<file path="src/rtl/ist_pkg.sv">
// shared constants and types of the ini stream tokenizer
package ist_pkg;

  // scan modes
  localparam logic [1:0] ModeBetween = 2'd0;
  localparam logic [1:0] ModeComment = 2'd1;
  localparam logic [1:0] ModeQuoted  = 2'd2;
  localparam logic [1:0] ModeBare    = 2'd3;

  // token kinds
  localparam logic [2:0] TkNewline = 3'd0;
  localparam logic [2:0] TkEqual   = 3'd1;
  localparam logic [2:0] TkLbrack  = 3'd2;
  localparam logic [2:0] TkRbrack  = 3'd3;
  localparam logic [2:0] TkSbegin  = 3'd4;
  localparam logic [2:0] TkSchar   = 3'd5;
  localparam logic [2:0] TkSend    = 3'd6;
  localparam logic [2:0] TkEnd     = 3'd7;

  // characters with a meaning of their own
  localparam logic [7:0] ChSpace   = 8'h20;
  localparam logic [7:0] ChTab     = 8'h09;
  localparam logic [7:0] ChNewline = 8'h0A;
  localparam logic [7:0] ChSemi    = 8'h3B;
  localparam logic [7:0] ChHash    = 8'h23;
  localparam logic [7:0] ChEqual   = 8'h3D;
  localparam logic [7:0] ChLbrack  = 8'h5B;
  localparam logic [7:0] ChRbrack  = 8'h5D;
  localparam logic [7:0] ChQuote   = 8'h22;

  // result queue sizing
  localparam int unsigned QueueDepth = 4;
  localparam int unsigned PtrW       = $clog2(QueueDepth);
  localparam int unsigned CntW       = $clog2(QueueDepth + 1);

  // one result item
  typedef struct packed {
    logic [2:0] kind;
    logic [7:0] ch;
    logic       last;
  } result_t;

  // everything one input byte produces
  typedef struct packed {
    logic [1:0] n;
    result_t    r0;
    result_t    r1;
    logic [1:0] mode;
  } step_t;

  function automatic result_t mk_result(logic [2:0] kind, logic [7:0] ch);
    result_t r;
    r.kind = kind;
    r.ch   = (kind == TkSchar) ? ch : 8'h00;
    r.last = 1'b0;
    return r;
  endfunction

endpackage

</file>
<file path="src/rtl/ist_lexer_step.sv">
// next scan mode and up to two results for one input byte
module ist_lexer_step import ist_pkg::*; (
  input  logic [1:0] mode_i,
  input  logic [7:0] input_byte_i,
  input  logic       end_of_input_i,
  output step_t      step_o
);

  logic [1:0] b_mode;
  logic [1:0] b_n;
  result_t    b_r0;
  result_t    b_r1;
  logic       ends_bare;
  step_t      s;

  // byte handled as if between tokens
  always_comb begin
    b_mode = ModeBetween;
    b_n    = 2'd0;
    b_r0   = mk_result(TkNewline, 8'h00);
    b_r1   = mk_result(TkNewline, 8'h00);
    unique case (input_byte_i) inside
      ChSpace, ChTab: begin
        b_mode = ModeBetween;
      end
      ChSemi, ChHash: begin
        b_mode = ModeComment;
      end
      ChNewline: begin
        b_n  = 2'd1;
        b_r0 = mk_result(TkNewline, 8'h00);
      end
      ChEqual: begin
        b_n  = 2'd1;
        b_r0 = mk_result(TkEqual, 8'h00);
      end
      ChLbrack: begin
        b_n  = 2'd1;
        b_r0 = mk_result(TkLbrack, 8'h00);
      end
      ChRbrack: begin
        b_n  = 2'd1;
        b_r0 = mk_result(TkRbrack, 8'h00);
      end
      ChQuote: begin
        b_mode = ModeQuoted;
        b_n    = 2'd1;
        b_r0   = mk_result(TkSbegin, 8'h00);
      end
      default: begin
        b_mode = ModeBare;
        b_n    = 2'd2;
        b_r0   = mk_result(TkSbegin, 8'h00);
        b_r1   = mk_result(TkSchar, input_byte_i);
      end
    endcase
  end

  // bytes that close a bare string
  assign ends_bare = (input_byte_i == ChNewline) || (input_byte_i == ChEqual) ||
                     (input_byte_i == ChLbrack)  || (input_byte_i == ChRbrack) ||
                     (input_byte_i == ChQuote)   || (input_byte_i == ChSemi)   ||
                     (input_byte_i == ChHash);

  // mode dispatch
  always_comb begin
    s.n    = 2'd0;
    s.r0   = mk_result(TkNewline, 8'h00);
    s.r1   = mk_result(TkNewline, 8'h00);
    s.mode = mode_i;
    if (end_of_input_i) begin
      s.mode = ModeBetween;
      if (mode_i == ModeQuoted || mode_i == ModeBare) begin
        s.n  = 2'd2;
        s.r0 = mk_result(TkSend, 8'h00);
        s.r1 = mk_result(TkEnd, 8'h00);
      end else begin
        s.n  = 2'd1;
        s.r0 = mk_result(TkEnd, 8'h00);
      end
    end else begin
      unique case (mode_i)
        ModeComment: begin
          if (input_byte_i == ChNewline) begin
            s.mode = ModeBetween;
            s.n    = 2'd1;
            s.r0   = mk_result(TkNewline, 8'h00);
          end
        end
        ModeQuoted: begin
          s.n = 2'd1;
          if (input_byte_i == ChQuote || input_byte_i == ChNewline) begin
            s.mode = ModeBetween;
            s.r0   = mk_result(TkSend, 8'h00);
          end else begin
            s.r0 = mk_result(TkSchar, input_byte_i);
          end
        end
        ModeBare: begin
          if (ends_bare) begin
            // closing byte gives at most one token of its own
            s.mode = b_mode;
            s.n    = b_n + 2'd1;
            s.r0   = mk_result(TkSend, 8'h00);
            s.r1   = b_r0;
          end else begin
            s.n  = 2'd1;
            s.r0 = mk_result(TkSchar, input_byte_i);
          end
        end
        default: begin
          s.mode = b_mode;
          s.n    = b_n;
          s.r0   = b_r0;
          s.r1   = b_r1;
        end
      endcase
    end
    // mark the final result of the byte
    s.r0.last = (s.n == 2'd1);
    s.r1.last = 1'b1;
  end

  assign step_o = s;

endmodule

</file>
<file path="src/rtl/ini_stream_tokenizer.sv">
// top level of the ini stream tokenizer: scan mode register and result queue
//
//  channel  | direction | handshake              | payload
//  ---------+-----------+------------------------+--------------------------------------
//  in       | sink      | in_valid_i / in_stall_o  | input_byte_i, end_of_input_i
//  out      | source    | out_valid_o / out_stall_i| token_kind_o, string_char_o, last_of_run_o
//
// one input byte is taken per unstalled cycle; its results land in a four-entry queue the next edge
// results leave one per unstalled cycle; a byte that gives two results makes two transfers
// in_stall_o rises while fewer than two queue entries are free, and depends on no input
// reset empties the queue and returns the scan mode to between tokens
module ini_stream_tokenizer import ist_pkg::*; (
  input  logic       clk_i,
  input  logic       rst_ni,
  input  logic       in_valid_i,
  output logic       in_stall_o,
  input  logic [7:0] input_byte_i,
  input  logic       end_of_input_i,
  output logic       out_valid_o,
  input  logic       out_stall_i,
  output logic [2:0] token_kind_o,
  output logic [7:0] string_char_o,
  output logic       last_of_run_o
);

  logic [1:0]    mode_q, mode_d;
  step_t         step;
  result_t       mem_q [QueueDepth];
  logic [PtrW-1:0] wr_ptr_q, rd_ptr_q;
  logic [CntW-1:0] count_q;
  logic [1:0]    wr_n;
  logic          in_xfer, out_xfer;
  result_t       head;

  // per-byte decode
  ist_lexer_step u_step (
    .mode_i         (mode_q),
    .input_byte_i   (input_byte_i),
    .end_of_input_i (end_of_input_i),
    .step_o         (step)
  );

  // handshakes
  assign in_stall_o = (count_q > CntW'(QueueDepth - 2));
  assign in_xfer    = in_valid_i && !in_stall_o;
  assign out_valid_o = (count_q != '0);
  assign out_xfer   = out_valid_o && !out_stall_i;
  assign wr_n       = in_xfer ? step.n : 2'd0;
  assign mode_d     = in_xfer ? step.mode : mode_q;

  // scan mode and queue control
  always_ff @(posedge clk_i or negedge rst_ni) begin
    if (!rst_ni) begin
      mode_q   <= ModeBetween;
      wr_ptr_q <= '0;
      rd_ptr_q <= '0;
      count_q  <= '0;
    end else begin
      mode_q   <= mode_d;
      wr_ptr_q <= wr_ptr_q + PtrW'(wr_n);
      rd_ptr_q <= rd_ptr_q + PtrW'(out_xfer);
      count_q  <= count_q + CntW'(wr_n) - CntW'(out_xfer);
    end
  end

  // queue storage
  always_ff @(posedge clk_i) begin
    if (wr_n != 2'd0) begin
      mem_q[wr_ptr_q] <= step.r0;
    end
    if (wr_n == 2'd2) begin
      mem_q[wr_ptr_q + PtrW'(1)] <= step.r1;
    end
  end

  // head of queue drives the result transfer
  assign head          = mem_q[rd_ptr_q];
  assign token_kind_o  = head.kind;
  assign string_char_o = head.ch;
  assign last_of_run_o = head.last;

endmodule

</file>
<file path="config.mk">
export PLATFORM = sky130hd
export DESIGN_NAME = ini_stream_tokenizer
export DESIGN_NICKNAME = d
export VERILOG_FILES = /design/src/rtl/ist_pkg.sv /design/src/rtl/ist_lexer_step.sv /design/src/rtl/ini_stream_tokenizer.sv
export SDC_FILE = /design/constraint.sdc
export NUM_CORES = 1
export LEC_CHECK = 0
export BUFFER_PORTS_ARGS = -buffer_cell sky130_fd_sc_hd__buf_2
export CAP_MARGIN = 20
export CORE_MARGIN = 8
export CORE_UTILIZATION = 50
export CTS_BUF_LIST = sky130_fd_sc_hd__clkbuf_4
export DETAILED_ROUTE_END_ITERATION = 8
export GPL_ROUTABILITY_DRIVEN = 1
export PLACE_DENSITY = 0.68
export SLEW_MARGIN = 20
export SYNTH_ARGS = -nofsm -noshare
export SYNTH_HDL_FRONTEND = slang
export SYNTH_HIERARCHICAL = 1
export SYNTH_SLANG_ARGS = --single-unit
</file>
<file path="constraint.sdc">
create_clock -name clk_i -period 3.5 [get_ports clk_i]
set_input_delay 0.35 -clock clk_i [delete_from_list [all_inputs] [get_ports clk_i]]
set_output_delay 0.35 -clock clk_i [all_outputs]
set_load 0.02 [all_outputs]
</file>
==> metrics.yaml <==
clock_tree:
  clock-sinks: 57
  cts-buffers-inserted: 9
  postcts_resize_cnt: 0
  cts.clk_slew.worst_paths_ns: 0.09
  tritoncts: "yes"
  clockBufferDepth: 2
  htree_num_levels: 3
  root_buffer: "clkbuf_4"
  worstSkewPairLatency_ns: 0.40
global_route:
  grt-ovfl-total: 0
  pin_count_of_the_biggest_net_entering_global_routing: 17
  first_global_vias: 2203
  initial_antenna_violation_count: 0
  grt.total_usage: 0.149
  wire_length_of_the_first_global_routing_pass_um: 11400
worst_setup_path:
  signal_arrival_time_at_the_worst_endpoint_ns: 3.07
  worst_ep_required_time_ns: 3.78
  cp_max_fo: 6
  worst-setup-path-type: "in2reg"
  critPathLaunchType: "input port"
  worst_setup_path_end_kind: "flip-flop"
drt:
  drt_iter0_drc: 105
  drt-total-wl_um: 7150
  drtPass1Iterations: 4
  via_count: 2165
  detail-route-antenna-nets: 0
  vias_per_cell: 5.54
  drt_drc_violations_left: 0
  wire_per_inst_um: 18.3
synthesis:
  synth_ff_type: "edfxtp_1"
  synth-async-reset-ratio: 0.158
  synth-seq-cells: 57
  yosys_warnings: 6
  synth_area_leaders: "edfxtp_1 (39%), mux2_4 (16%), mux4_2 (7.4%)"
  syn-num-nets: 271
  post_synth_top_area_cell: "edfxtp_1"
  synth_area_um2: 3660
  postSynthAreaPerCell_um2: 14.5
  postSynthCellCount: 252
  post_synth_num_cell_types: 56
  synth_seq_area_share: 0.456
  synth_top_cell_area_share: 0.394
  synth-edff-count: 48
final_layout:
  most_frequent_cells_in_the_layout: "edfxtp_1 (48), mux2_4 (40), buf_2 (26), and2_1 (16), clkbuf_4 (13)"
  area_of_the_multi_input_gates_um2: 1840
  leading_cell_type_in_the_layout_fill_and_taps_excluded: "edfxtp_1"
  area_growth_pct: 10.5
  final_util: 0.563
  count_of_nets_after_finishing: 306
  n_antenna_cell: 0
  fill_cells: 619
  post_route_cells_drive_above_1_share: 0.452
  fin_area_um2: 4040
  ff_latch_area_um2: 1670
die:
  top_level_ports: 27
  vertical_die_dimension_um: 102
  num_rows: 31
  design.core.area_um2: 7180
  floorplan.die_area_um2: 10300
  dieWidth_um: 102
  effective_utilization_at_floorplan: 0.510
power_and_ir_drop:
  design_power_total_w: 0.00260
  cellPowerDensity_nw_per_um2: 645
  power.ir.vdd_worst_v: 0.000363
  cellLeakagePower_nw: 1.68
min_path:
  hold_path_class: "in2async"
timing:
  report.final.setup_viol: 0
  fin_tns_setup_ns: 0
  timing_worst_slew_pin_value_ns: 0.863
  finalClockSkew_ns: 0.0130
  timing_hold_violations_final: 0
  final.min_clock_period_ns: 2.79
  setup_repair_after_global_routing_missed_its_margin: "no"
  final.period_utilization: 0.797
  max_slew_margin: 0.424
  final_max_slew_viol_count: 0
  fmax_mhz: 358
placed_design:
  routabilityCongestion: 0.891
  dpl_cell_area_um2: 3920
  port_buffers: 26
  hpwl_um: 5120
outcome:
  outcome: "complete, no violations"
flow_run:
  max_cap_violations: 0
routing by layer:
metal / GRT usage / routed length, µm / vias up
met4: 0.0699 / 140 / 0
met1: 0.164 / 2890 / 1067
li1: - / - / 1037
met2: 0.265 / 3790 / 49
met3: 0.0364 / 330 / 12
met5: 0 / 0 / -
power by group:
| part | internal (W) | total, W | switching, W |
|---|---|---|---|
| sequential | 0.000897 | 0.00107 | 0.000173 |
| clock | 0.000173 | 0.000403 | 0.000230 |
| combinational | 0.000558 | 0.00113 | 0.000573 |
state kept, by name, summed over array words and instances, names as in the netlist:
signal	cells
mem_q	48
count_q	3
mode_q	2
rd_ptr_q	2
wr_ptr_q	2
worst max-delay path, cell delays in order:
cell     delay [ns]
buf_2          0.14
or3_4          0.42
nor4_1         0.36
a21oi_1        0.14
mux2i_1        0.16
o22ai_1        0.22
and3_2         0.23
inv_1          0.04
ha_1           0.26
inv_1          0.04
ha_1           0.19
fa_1           0.38
xnor2_1        0.13
metrics by stage:
step                      cells  setup WS [ns]  hold slack (ns)
after CTS                   391          0.731            0.334
after detailed placement    374          0.315            0.218
after global routing        391          0.618            0.344
after global placement      374          0.376            0.217
final                       391          0.709            0.336
after floorplan             252          0.272           0.0544
Yosys cell counts, types with 2 or more instances:
library cell / instances
a211oi_1: 2
a21o_1: 2
a21oi_1: 6
and2_1: 16
buf_4: 3
buf_6: 8
dfrtp_1: 9
edfxtp_1: 48
ha_1: 5
inv_1: 10
mux2_2: 10
mux2_4: 40
mux2i_1: 2
mux4_2: 12
nand2_1: 9
nand2b_1: 3
nand4_2: 4
nor2_1: 4
nor2b_1: 4
nor3_1: 5
nor4_1: 2
nor4_4: 2
o21ai_0: 4
o22ai_1: 3
or2b_2: 2
xnor2_1: 6
xor2_1: 2
cell type report:
type	count	area share
timing repair buffer	37	0.0657
clock buffer	13	0.0242
inverter	10	0.00929
clock inverter	3	0.00310
sequential	57	0.413
tap	99	0.0307
multi-input combinational	172	0.455
cell families (layout without fill, tap and decap cells):
| kind of cell | Yosys count | count (layout) | share of synthesized area |
|---|---|---|---|
| and+or+nand+nor | 67 | 67 | 0.130 |
| buffers and inverters | 23 | 63 | 0.0448 |
| AOI/OAI and AO/OA | 26 | 26 | 0.0520 |
| muxes | 64 | 64 | 0.274 |
| other | 1 | 1 | 0.00103 |
| adders and majority gates | 6 | 6 | 0.0226 |
| xor gates and xnor gates | 8 | 8 | 0.0192 |
| DFF | 57 | 57 | 0.456 |
path summary, 6_finish.rpt:
path	startpoint	end	slack, ns	cells after the start
setup / recovery	input_byte_i[6]	count_q[2]$_DFF_PN0_	0.71	13
hold / removal	rst_ni	rd_ptr_q[1]$_DFF_PN0_	0.34	2
setup reg to reg	mode_q[1]$_DFFE_PN0N_	count_q[2]$_DFF_PN0_	1.06	8
hold reg to reg	count_q[0]$_DFF_PN0_	count_q[0]$_DFF_PN0_	0.60	1
max in group asynchronous	rst_ni	wr_ptr_q[0]$_DFF_PN0_	2.97	2
min in group clk_i	out_stall_i	rd_ptr_q[0]$_DFF_PN0_	0.38	3
timing repair:
item	in CTS	in global routing
hold buffers	1	0
endpoints found under the hold margin	9	0
setup buffers	0	0
No activity file was read; power rests on OpenSTA's default activity.
